[src/hw/rtl/fmws_pkg.sv]
// Shared types and constants for the FM chip write shadow and mute sequencer.
// No dependencies; imported by the controller, the datapath and the top level.
package fmws_pkg;

   localparam int OP_W   = 4;
   localparam int BYTE_W = 8;
   localparam int IDX_W  = 5;
   localparam int KIND_W = 3;
   localparam int MASK_W = 32;
   localparam int NCH    = 8;
   localparam int NLEVEL = 32;

   // Operation codes of the request word.
   localparam logic [OP_W-1:0] OP_WRITE      = 4'd0;
   localparam logic [OP_W-1:0] OP_KEYOFF     = 4'd1;
   localparam logic [OP_W-1:0] OP_LEVEL_MUTE = 4'd2;
   localparam logic [OP_W-1:0] OP_OUT_OFF    = 4'd3;
   localparam logic [OP_W-1:0] OP_ALL_MUTE   = 4'd4;
   localparam logic [OP_W-1:0] OP_KEYON      = 4'd5;
   localparam logic [OP_W-1:0] OP_LEVEL_REST = 4'd6;
   localparam logic [OP_W-1:0] OP_OUT_ON     = 4'd7;
   localparam logic [OP_W-1:0] OP_ALL_UNMUTE = 4'd8;

   // Kinds of emitted chip writes.
   localparam logic [KIND_W-1:0] KIND_WRITE  = 3'd0;
   localparam logic [KIND_W-1:0] KIND_KEYOFF = 3'd1;
   localparam logic [KIND_W-1:0] KIND_KEYON  = 3'd2;
   localparam logic [KIND_W-1:0] KIND_LMUTE  = 3'd3;
   localparam logic [KIND_W-1:0] KIND_LREST  = 3'd4;
   localparam logic [KIND_W-1:0] KIND_OOFF   = 3'd5;
   localparam logic [KIND_W-1:0] KIND_OON    = 3'd6;

   // Chip register addresses and data constants.
   localparam logic [BYTE_W-1:0] ADDR_KEYON = 8'h08;
   localparam logic [BYTE_W-1:0] ADDR_PAN   = 8'h20;
   localparam logic [BYTE_W-1:0] ADDR_LEVEL = 8'h60;
   localparam logic [BYTE_W-1:0] KEYON_ALL  = 8'h78;
   localparam logic [BYTE_W-1:0] LEVEL_MAX  = 8'h7F;
   localparam logic [BYTE_W-1:0] PAN_OFF    = 8'h3F;
   localparam logic [BYTE_W-1:0] PAN_ON     = 8'hC0;

   localparam logic [IDX_W-1:0] LAST_CH    = 5'd7;
   localparam logic [IDX_W-1:0] LAST_LEVEL = 5'd31;

   typedef struct packed {
      logic              emit;
      logic [KIND_W-1:0] kind;
      logic [IDX_W-1:0]  idx;
      logic              last;
   } ctrl_cmd_type;

   typedef struct packed {
      logic out_free;
   } dp_status_type;

endpackage

[src/hw/rtl/fmws_ctrl.sv]
// Controller of the write sequencer: accepts request words and steps through sequences.
// Depends on fmws_pkg.
module fmws_ctrl (
   input  logic                          clock,
   input  logic                          reset,
   input  logic                          req_valid,
   output logic                          req_ready,
   input  logic [fmws_pkg::OP_W-1:0]     req_operation,
   input  fmws_pkg::dp_status_type       status,
   output fmws_pkg::ctrl_cmd_type        cmd
);
   import fmws_pkg::*;

   localparam logic ST_IDLE = 1'b0;
   localparam logic ST_RUN  = 1'b1;

   logic              state_ff, state_in;
   logic [KIND_W-1:0] kind_ff, kind_in;
   logic [IDX_W-1:0]  idx_ff, idx_in;
   logic              chain_ff, chain_in;
   logic              seq_end;

   // No word is taken while reset is held.
   assign req_ready = !reset && (state_ff == ST_IDLE) && status.out_free;

   always_comb begin
      state_in = state_ff;
      kind_in  = kind_ff;
      idx_in   = idx_ff;
      chain_in = chain_ff;
      cmd      = '0;
      seq_end  = 1'b0;
      case (state_ff)
         ST_IDLE: begin
            if (req_valid && req_ready) begin
               idx_in   = '0;
               chain_in = 1'b0;
               state_in = ST_RUN;
               case (req_operation)
                  OP_WRITE: begin
                     cmd.emit = 1'b1;
                     cmd.kind = KIND_WRITE;
                     cmd.last = 1'b1;
                     state_in = ST_IDLE;
                  end
                  OP_KEYOFF:     kind_in = KIND_KEYOFF;
                  OP_LEVEL_MUTE: kind_in = KIND_LMUTE;
                  OP_OUT_OFF:    kind_in = KIND_OOFF;
                  OP_ALL_MUTE: begin
                     kind_in  = KIND_LMUTE;
                     chain_in = 1'b1;
                  end
                  OP_KEYON:      kind_in = KIND_KEYON;
                  OP_LEVEL_REST: kind_in = KIND_LREST;
                  OP_OUT_ON:     kind_in = KIND_OON;
                  OP_ALL_UNMUTE: begin
                     kind_in  = KIND_LREST;
                     chain_in = 1'b1;
                  end
                  default:       state_in = ST_IDLE;
               endcase
            end
         end
         ST_RUN: begin
            if (status.out_free) begin
               if (kind_ff == KIND_LMUTE || kind_ff == KIND_LREST) begin
                  seq_end = (idx_ff == LAST_LEVEL);
               end else begin
                  seq_end = (idx_ff == LAST_CH);
               end
               cmd.emit = 1'b1;
               cmd.kind = kind_ff;
               cmd.idx  = idx_ff;
               cmd.last = seq_end && !chain_ff;
               if (seq_end) begin
                  idx_in = '0;
                  if (chain_ff) begin
                     chain_in = 1'b0;
                     kind_in  = (kind_ff == KIND_LMUTE) ? KIND_OOFF : KIND_OON;
                  end else begin
                     state_in = ST_IDLE;
                  end
               end else begin
                  idx_in = idx_ff + 1'b1;
               end
            end
         end
         default: state_in = ST_IDLE;
      endcase
   end

   always_ff @(posedge clock) begin
      if (reset) begin
         state_ff <= ST_IDLE;
         kind_ff  <= KIND_WRITE;
         idx_ff   <= '0;
         chain_ff <= 1'b0;
      end else begin
         state_ff <= state_in;
         kind_ff  <= kind_in;
         idx_ff   <= idx_in;
         chain_ff <= chain_in;
      end
   end

endmodule

[src/hw/rtl/fmws_dp.sv]
// Datapath of the write sequencer: shadow registers, word formation and output register.
// Depends on fmws_pkg.
module fmws_dp (
   input  logic                            clock,
   input  logic                            reset,
   input  fmws_pkg::ctrl_cmd_type          cmd,
   input  logic [fmws_pkg::BYTE_W-1:0]     req_reg_address,
   input  logic [fmws_pkg::BYTE_W-1:0]     req_reg_value,
   output fmws_pkg::dp_status_type         status,
   output logic                            rsp_valid,
   input  logic                            rsp_ready,
   output logic [fmws_pkg::BYTE_W-1:0]     rsp_bus_address,
   output logic [fmws_pkg::BYTE_W-1:0]     rsp_bus_data,
   output logic                            rsp_last,
   output logic [fmws_pkg::MASK_W-1:0]     rsp_keyon_masks
);
   import fmws_pkg::*;

   logic [BYTE_W-1:0] pan_ff   [NCH];
   logic [BYTE_W-1:0] pan_in   [NCH];
   logic [3:0]        keyon_ff [NCH];
   logic [3:0]        keyon_in [NCH];
   logic [BYTE_W-1:0] level_ff [NLEVEL];
   logic [BYTE_W-1:0] level_in [NLEVEL];

   logic              valid_ff, valid_in;
   logic [BYTE_W-1:0] addr_ff, addr_in;
   logic [BYTE_W-1:0] data_ff, data_in;
   logic              last_ff, last_in;
   logic [MASK_W-1:0] masks_ff, masks_in;
   logic              level_hold;

   assign status.out_free = !valid_ff || rsp_ready;

   // Form the chip write for this cycle.
   always_comb begin
      addr_in = req_reg_address;
      data_in = req_reg_value;
      case (cmd.kind)
         KIND_WRITE: begin
            addr_in = req_reg_address;
            data_in = req_reg_value;
         end
         KIND_KEYOFF: begin
            addr_in = ADDR_KEYON;
            data_in = {5'b0, cmd.idx[2:0]};
         end
         KIND_KEYON: begin
            addr_in = ADDR_KEYON;
            data_in = KEYON_ALL | {5'b0, cmd.idx[2:0]};
         end
         KIND_LMUTE: begin
            addr_in = ADDR_LEVEL + {3'b0, cmd.idx};
            data_in = LEVEL_MAX;
         end
         KIND_LREST: begin
            addr_in = ADDR_LEVEL + {3'b0, cmd.idx};
            data_in = level_ff[cmd.idx];
         end
         KIND_OOFF: begin
            addr_in = ADDR_PAN + {3'b0, cmd.idx};
            data_in = pan_ff[cmd.idx[2:0]] & PAN_OFF;
         end
         KIND_OON: begin
            addr_in = ADDR_PAN + {3'b0, cmd.idx};
            data_in = pan_ff[cmd.idx[2:0]] | PAN_ON;
         end
         default: begin
            addr_in = req_reg_address;
            data_in = req_reg_value;
         end
      endcase
   end

   assign level_hold = (cmd.kind == KIND_LMUTE);

   // Shadow update applied to every emitted write; level mute writes leave the level shadow unchanged.
   always_comb begin
      pan_in   = pan_ff;
      keyon_in = keyon_ff;
      level_in = level_ff;
      if (cmd.emit) begin
         if (addr_in[7:3] == ADDR_PAN[7:3]) begin
            pan_in[addr_in[2:0]] = data_in;
         end
         if (addr_in == ADDR_KEYON) begin
            keyon_in[data_in[2:0]] = data_in[6:3];
         end
         if (addr_in[7:5] == ADDR_LEVEL[7:5] && !level_hold) begin
            level_in[addr_in[4:0]] = data_in;
         end
      end
   end

   always_comb begin
      masks_in = '0;
      for (int ch = 0; ch < NCH; ch++) begin
         masks_in[4*ch +: 4] = keyon_in[ch];
      end
   end

   assign last_in  = cmd.last;
   assign valid_in = cmd.emit || (valid_ff && !rsp_ready);

   always_ff @(posedge clock) begin
      if (reset) begin
         valid_ff <= 1'b0;
         for (int i = 0; i < NCH; i++) begin
            pan_ff[i]   <= '0;
            keyon_ff[i] <= '0;
         end
         for (int i = 0; i < NLEVEL; i++) begin
            level_ff[i] <= '0;
         end
      end else begin
         valid_ff <= valid_in;
         pan_ff   <= pan_in;
         keyon_ff <= keyon_in;
         level_ff <= level_in;
      end
   end

   always_ff @(posedge clock) begin
      if (cmd.emit) begin
         addr_ff  <= addr_in;
         data_ff  <= data_in;
         last_ff  <= last_in;
         masks_ff <= masks_in;
      end
   end

   assign rsp_valid       = valid_ff;
   assign rsp_bus_address = addr_ff;
   assign rsp_bus_data    = data_ff;
   assign rsp_last        = last_ff;
   assign rsp_keyon_masks = masks_ff;

endmodule

[src/hw/rtl/fm_chip_write_shadow_mute_sequencer_core.sv]
// Top level of the FM chip write shadow and mute sequencer.
// Depends on fmws_pkg, fmws_ctrl and fmws_dp.
//
// Usage: each request word carries an operation and, for a plain write, a chip
// register address and data byte. The block answers with one response word per
// chip write it emits; rsp_last marks the final word of a request, and every
// word reports the eight operator key-on masks as they stand after that write.
// Undefined operations are taken and produce no word.
// Flow: a plain write is registered in the output register when it is
// accepted and appears on the response port in the following cycle. A command
// spends its accepting cycle loading the controller; its first word is then
// formed and registered in the output register, and each further word follows
// as soon as the output register is free. Throughput: plain writes pass at one
// word per cycle while rsp_ready is high. Key-on, key-off and the output off/on
// commands emit 8 words, the level mute and restore commands 32, and the combined
// mute and unmute commands 40, one per cycle while rsp_ready is high. A new
// request is taken only once the controller is idle again, after its sequence
// counter has passed the last word and the single-entry output register is free.
// Stall: when the receiver holds rsp_ready low, the response word waits in the
// output register, the sequence pauses and req_ready stays low.
// Reset: synchronous and active high. It empties the output register, returns
// the controller to idle, holds req_ready low and clears the shadows at once.
module fm_chip_write_shadow_mute_sequencer_core (
   input  logic                            clock,
   input  logic                            reset,
   input  logic                            req_valid,
   output logic                            req_ready,
   input  logic [fmws_pkg::OP_W-1:0]       req_operation,
   input  logic [fmws_pkg::BYTE_W-1:0]     req_reg_address,
   input  logic [fmws_pkg::BYTE_W-1:0]     req_reg_value,
   output logic                            rsp_valid,
   input  logic                            rsp_ready,
   output logic [fmws_pkg::BYTE_W-1:0]     rsp_bus_address,
   output logic [fmws_pkg::BYTE_W-1:0]     rsp_bus_data,
   output logic                            rsp_last,
   output logic [fmws_pkg::MASK_W-1:0]     rsp_keyon_masks
);
   import fmws_pkg::*;

   // Command from the controller to the datapath, and the datapath's status back.
   ctrl_cmd_type  cmd;
   dp_status_type status;

   // The controller decodes requests and counts through each sequence.
   fmws_ctrl u_ctrl (
      .clock         (clock),
      .reset         (reset),
      .req_valid     (req_valid),
      .req_ready     (req_ready),
      .req_operation (req_operation),
      .status        (status),
      .cmd           (cmd)
   );

   // The datapath holds the shadows, forms each chip write and registers it.
   fmws_dp u_dp (
      .clock           (clock),
      .reset           (reset),
      .cmd             (cmd),
      .req_reg_address (req_reg_address),
      .req_reg_value   (req_reg_value),
      .status          (status),
      .rsp_valid       (rsp_valid),
      .rsp_ready       (rsp_ready),
      .rsp_bus_address (rsp_bus_address),
      .rsp_bus_data    (rsp_bus_data),
      .rsp_last        (rsp_last),
      .rsp_keyon_masks (rsp_keyon_masks)
   );

endmodule

[config.mk]
export PLATFORM = sky130hd
export DESIGN_NAME = fm_chip_write_shadow_mute_sequencer_core
export DESIGN_NICKNAME = d
export VERILOG_FILES = /design/src/hw/rtl/fmws_pkg.sv /design/src/hw/rtl/fmws_ctrl.sv /design/src/hw/rtl/fmws_dp.sv /design/src/hw/rtl/fm_chip_write_shadow_mute_sequencer_core.sv
export SDC_FILE = /design/constraint.sdc
export NUM_CORES = 1
export LEC_CHECK = 0
export ABC_AREA = 1
export BUFFER_PORTS_ARGS = -buffer_cell sky130_fd_sc_hd__buf_2
export CORE_ASPECT_RATIO = 0.6
export CORE_MARGIN = 4
export CORE_UTILIZATION = 35
export DETAILED_ROUTE_END_ITERATION = 8
export MAX_ROUTING_LAYER = met4
export PLACE_DENSITY = 0.55
export SYNTH_ARGS = -nofsm -noshare
export SYNTH_HDL_FRONTEND = slang
export SYNTH_HIERARCHICAL = 1
export SYNTH_SLANG_ARGS = --single-unit
export TNS_END_PERCENT = 5
[constraint.sdc]
create_clock -name clock -period 3.32 [get_ports clock]
set_clock_uncertainty 0.1 [all_clocks]
set_input_delay 0.332 -clock clock [delete_from_list [all_inputs] [get_ports clock]]
set_output_delay 0.332 -clock clock [all_outputs]
set_load 0.01 [all_outputs]
[After elaboration in Yosys (flattened, before gate mapping)]
Cells that the tools add are included.
Storage, ports and cells
  bits of input ports: 24
  output and inout port bits: 51
  word-level logic and storage cells: 182
  bits in read-only memories: 0
  bits in latches: 0
  RAM bits: 0
  memories kept: 0
  bits in registers: 412
Operators by class
  bitwise gates (word level): 6
  equality and inequality tests: 26
  muxes and demuxes: 52
  add/sub/neg operators: 3
  multipliers: 0
  shift operators: 0
  reduce and logical (&&, ||, !) cells: 30
  magnitude comparators: 8
  divide/modulo/power cells: 0
Operators with widths (count)
  256-bit bitwise mux: 1
  64-bit bitwise mux: 1
  32-bit 2-to-1 mux: 2
  8-bit one-hot mux with 6 select lines: 1
  8-bit binary-select mux with 5-bit select: 1
  8-bit demux with 5-bit select: 1
  32-bit bitwise mux: 1
  8-bit 2-to-1 mux: 4
  8-bit binary-select mux with 3-bit select: 1
  8-bit demux with 3-bit select: 1
  8-bit one-hot mux with 3 select lines: 1
  5-bit 2-to-1 mux: 4
  3-bit one-hot mux with 6 select lines: 1
  4-bit by 3-bit equality test with 1-bit output, second input constant: 4
  1-bit 2-to-1 mux: 14
  4-bit demux with 3-bit select: 1
  3-bit by 2-bit equality test with 1-bit output, second input constant: 4
  3-bit equality test, second input constant: 4
  4-bit >= comparator, second input constant: 3
  6-bit >= comparator, second input constant: 2
  3-bit 2-to-1 mux: 4
  4-bit 2-to-1 mux: 3
  6-bit 2-to-1 mux: 2
  3-bit NOT with 4-bit output: 3
  other kinds (32): 61

[Longest topological paths before layout]
  word-level depth: 21
  depth in mapped cells: 24
  gate-level depth less buffers: 22

[By module]
Netlist, hierarchy kept.
Modules (own cells, without submodules)
  fmws_dp: area an instance 17030.1 sq um, sequential area each 8217.9 sq um, cells each 2228, times used 1
  fmws_ctrl: area an instance 777.0 sq um, sequential area each 200.2 sq um, cells each 123, times used 1

[Least setup slack after synthesis]
Ideal clock, no wire load.
  kind: in2reg
  start: input rsp_ready
  end: register u_dp/level_ff[199] in the netlist's numbering
  path slack: -241 ps
  arrival: 3344 ps
  path buffers: 1
  required time: 3103 ps
  setup time: 117 ps
  stages: 18
  cell sequence: inv_1 > nand2_1 > inv_1 > nor3_4 > nand2_2 > inv_1 > nand3_1 > nand2_1 > nand2_2 > nor2_4 > inv_2 > nor2_8 > nand2_8 > nor2_4 > buf_4 > inv_1 > nor2_1 > nor2_1
RTL lines
  start: declaration: line fm_chip_write_shadow_mute_sequencer_core.sv:32  | input logic rsp_ready,
  end signal: assignment: line fmws_dp.sv:119  | level_ff <= level_in;
  end: declaration: line fmws_dp.sv:23  | logic [BYTE_W-1:0] level_ff [NLEVEL];

==> impl_metrics.yaml <==
status:
  outcome: "finished clean"
placed_design:
  detailed_place.area_mm2: 0.0197
  dp_hpwl_um: 37500
  port-buffer-count: 74
  gpl.final_weighted_congestion: 0.888
cells_and_area:
  drive_gt1_share_pct: 16.4
  area_growth_syn_to_layout_pct: 19.7
  stdcell_area_mm2: 0.0213
  multi_input_comb_area_mm2: 0.00804
  layout_nets: 2455
  finish.utilization_pct: 42.8
  final_cell_mix: "413 x sky130_fd_sc_hd__nand2_1, 347 x sky130_fd_sc_hd__dfxtp_1, 320 x sky130_fd_sc_hd__o21ai_0"
  fillCellCount: 5084
  layout_commonest_cell: "sky130_fd_sc_hd__nand2_1"
  num_antenna_cells: 0
  layout.area.seq_mm2: 0.00842
worst_setup_path:
  required_ns: 3.52
  cp_data_arrival_time_ns: 3.36
  end_kind: "register"
  crit_path_top_delay_cell: "sky130_fd_sc_hd__dfxtp_1"
  crit_chain: "nand2_1 > nand2_1 > buf_12 > nor2_4 > inv_2 > buf_12 > buf_4 > nand2_1 > o211ai_1 > nand2_1 > nand3_1 > nand3_1 > nand2_1 > o21ai_4 > nand3_1 > nand2_1 > inv_1"
  critPathMostFrequentCell: "sky130_fd_sc_hd__nand2_1"
  slowest_delay_ns: 0.31
  critical_path_peak_fanout: 20
  setup.worst_path.start_class: "register"
  crit_type: "register to register"
timing:
  clock.fmax_mhz: 316
  worst_slew_pin_slew_ns: 0.722
  timing.slew.headroom_pct: 51.9
  rsz0062_at_grt: "yes"
  timing.final.crit_share_pct: 95.3
  timing.final.setup_violations: 0
  post-route-min-period_ns: 3.16
  final_max_slew_viols: 0
  final-hold-violation-count: 0
grt:
  grt_start_max_net_pins: 79
  grt_first_pass_wirelength_um: 89300
  track_usage_pct: 21.1
  via_count_of_the_first_global_routing_pass: 15200
  initial_antenna_violation_count: 0
  gr_overflow_total: 0
routing:
  wl_per_cell_um: 18.7
  dr.pass1.iters: 5
  dr_total_vias: 16500
  detail_route.drc_violations: 0
  routed_antenna_nets: 0
  routed_wirelength_um: 58600
  vias_per_cell: 5.26
  drtIter0Drc: 1583
synth:
  asyncSetResetFlopFracSynth_pct: 0
  synth_largest_area_cell: "sky130_fd_sc_hd__dfxtp_1"
  post_synth_instance_area_mm2: 0.0178
  yosysWarnings: 6
  postSynthNetCount: 2376
  synth_top_cell_area_share_pct: 39.0
  ys_seq_elements: 396
  synthesis.instances: 2351
  synth.avg_cell_area_um2: 7.57
  yosysSeqAreaShare_pct: 47.3
  yosys-top-cells-area: "sky130_fd_sc_hd__dfxtp_1 39%, sky130_fd_sc_hd__o21ai_0 9.0%, sky130_fd_sc_hd__nand2_1 8.9%"
  yosys.cell_types.count: 45
  postSynth.topFlopCell: "sky130_fd_sc_hd__dfxtp_1"
  number_of_flops_mapped_to_enable_cells_by_yosys: 49
pwr:
  power.switching_fraction_pct: 23.8
  combinationalPowerShare_pct: 6.3
  cellInternalPower_mw: 7.62
  leakagePower_nw: 8.59
  pwr_density_cell_mw_per_mm2: 470
  worst_supply_voltage_drop_on_vdd_v: 0.000302
  reported_net_switching_power_mw: 2.39
  clockPowerShare_pct: 44.8
  p_seq_share_pct: 48.9
clocking:
  clkLatencyLatePin_ns: 0.56
  cts_tree: "yes"
  clock-root-buffer: "sky130_fd_sc_hd__clkbuf_16"
  number_of_cts_inserted_buffers: 38
  clock_sink_count: 396
  clk_pin_slew_worst_paths_ns: 0.07
  clock_path_buffers: 3
  cts.htree.levels: 2
  hold_buffers: 0
floorplanning:
  io_pins: 75
  die-height_um: 183
  die_area_mm2: 0.0547
  initial_utilization_pct: 35.7
  die_width_um: 299
  core_region_area_mm2: 0.0498
  std_cell_rows: 63
hold_path:
  hp-class: "input pin to register"
job:
  max-cap-violations: 0
## per-layer routing
| metal | GRT usage, % | vias to the layer above | share of wire [%] |
|---|---|---|---|
| met5 | - | - | 0 |
| met4 | 3.86 | 0 | 1.5 |
| met3 | 3.77 | 81 | 9.3 |
| met2 | 27.9 | 627 | 38 |
| met1 | 33.2 | 7804 | 51 |
| li1 | - | 7988 | - |
## logic make-up (layout without fill, tap and decap cells)
| family | Yosys count | count (layout) | share of synthesized area, % |
|---|---|---|---|
| AO/OA/AOI/OAI | 704 | 706 | 20.6 |
| adder cells (fa/ha/maj) | 1 | 1 | 0.0703 |
| buffers and inverters | 347 | 449 | 8.76 |
| flip-flops | 396 | 396 | 47.3 |
| AND/OR/NAND/NOR | 903 | 903 | 23.3 |
## layout make-up
cell class	instances	area share [%]
Clock inverter	11	0.658
Inverter	168	3.11
Multi-Input combinational cell	1610	37.7
Tap cell	682	4.00
Sequential cell	396	39.5
Clock buffer	54	5.20
Timing Repair Buffer	215	9.78
Timing Repair inverter	1	0.0294
## critical path: cells and delay by family (launching register included)
kind,cells,cell delay [ns]
AND/OR/NAND/NOR,10,1.36
buffers and inverters,5,0.71
AO/OA/AOI/OAI,2,0.42
flip-flops,1,0.31
## worst paths after layout
| path | from | end | slack [ns] | depth (start not counted) |
|---|---|---|---|---|
| worst max-delay path | u_dp/rsp_valid$_SDFF_PP0_ | u_dp/rsp_keyon_masks[31]$_DFFE_PP_ | 0.16 | 17 |
| worst min-delay path | req_reg_address[7] | u_dp/rsp_bus_address[7]$_DFFE_PP_ | 0.02 | 3 |
| worst max register to register | u_dp/rsp_valid$_SDFF_PP0_ | u_dp/rsp_keyon_masks[31]$_DFFE_PP_ | 0.16 | 17 |
| worst min register to register | u_ctrl/chain_ff$_SDFFE_PP0P_ | u_ctrl/chain_ff$_SDFFE_PP0P_ | 0.39 | 2 |
## sequential cells by signal, summed over array words and instances (netlist names), 3 cells and up
register	flops
u_dp/level_ff	256
u_dp/keyon_ff	32
u_ctrl/idx_ff	5
u_ctrl/kind_ff	3
u_dp/rsp_bus_data	8
u_dp/rsp_bus_address	8
u_dp/rsp_keyon_masks	32
u_dp/pan_ff	48
## power by group through the flow
stage | registers [mW] | clock network (mW) | logic [mW]
detailed placement | 5.00 | 0 | 0.594
floorplan | 5.01 | 0 | 0.307
CTS | 4.89 | 4.58 | 0.595
finish | 4.89 | 4.49 | 0.630
global route | 4.89 | 4.80 | 0.669
global placement | 5.00 | 0 | 0.590
## through the flow
stage / setup WS (ns) / total power [mW] / setup TNS (ns) / hold slack (ns) / instances
finish: 0.157 / 10.0 / 0 / 0.0243 / 3137
global route: -0.0540 / 10.4 / -0.439 / 0.0460 / 3137
CTS: 0.0374 / 10.1 / 0 / 0.00397 / 3126
detailed placement: -0.137 / 5.59 / -3.61 / 0.379 / 3061
global placement: -0.172 / 5.59 / -4.83 / 0.377 / 3061
floorplan: 0.257 / 5.32 / 0 / 0.351 / 2351
## Yosys cell counts, types with 3 or more instances
cell                       count
sky130_fd_sc_hd__o21bai_1      4
sky130_fd_sc_hd__buf_2        42
sky130_fd_sc_hd__nor2_4       36
sky130_fd_sc_hd__inv_2        15
sky130_fd_sc_hd__a21oi_1     294
sky130_fd_sc_hd__dfxtp_1     347
sky130_fd_sc_hd__nor2_1      181
sky130_fd_sc_hd__o22ai_1       8
sky130_fd_sc_hd__clkbuf_1     93
sky130_fd_sc_hd__buf_4        26
sky130_fd_sc_hd__nand3_1     217
sky130_fd_sc_hd__nand2_2      10
sky130_fd_sc_hd__buf_1         5
sky130_fd_sc_hd__buf_6        13
sky130_fd_sc_hd__o21ai_0     320
sky130_fd_sc_hd__nand2_1     422
sky130_fd_sc_hd__inv_1       149
sky130_fd_sc_hd__nor2_2       10
sky130_fd_sc_hd__nand2_4       3
sky130_fd_sc_hd__o211ai_1     14
sky130_fd_sc_hd__nor3_1        6
sky130_fd_sc_hd__o221ai_1      4
sky130_fd_sc_hd__nand3_2       4
sky130_fd_sc_hd__edfxtp_1     49
sky130_fd_sc_hd__o21ai_1      47
sky130_fd_sc_hd__nand4_1       6
## repair_timing
action / 4_1_cts / 5_1_grt
hold endpoints to repair: 0 / 0
gates cloned: 0 / 7
buffers inserted: 0 / 4
resized for setup: 1 / 47
pin swaps: 0 / 2
setup endpoints to repair: 11 / 293
Note: power is estimated with default switching activity, not from simulation.
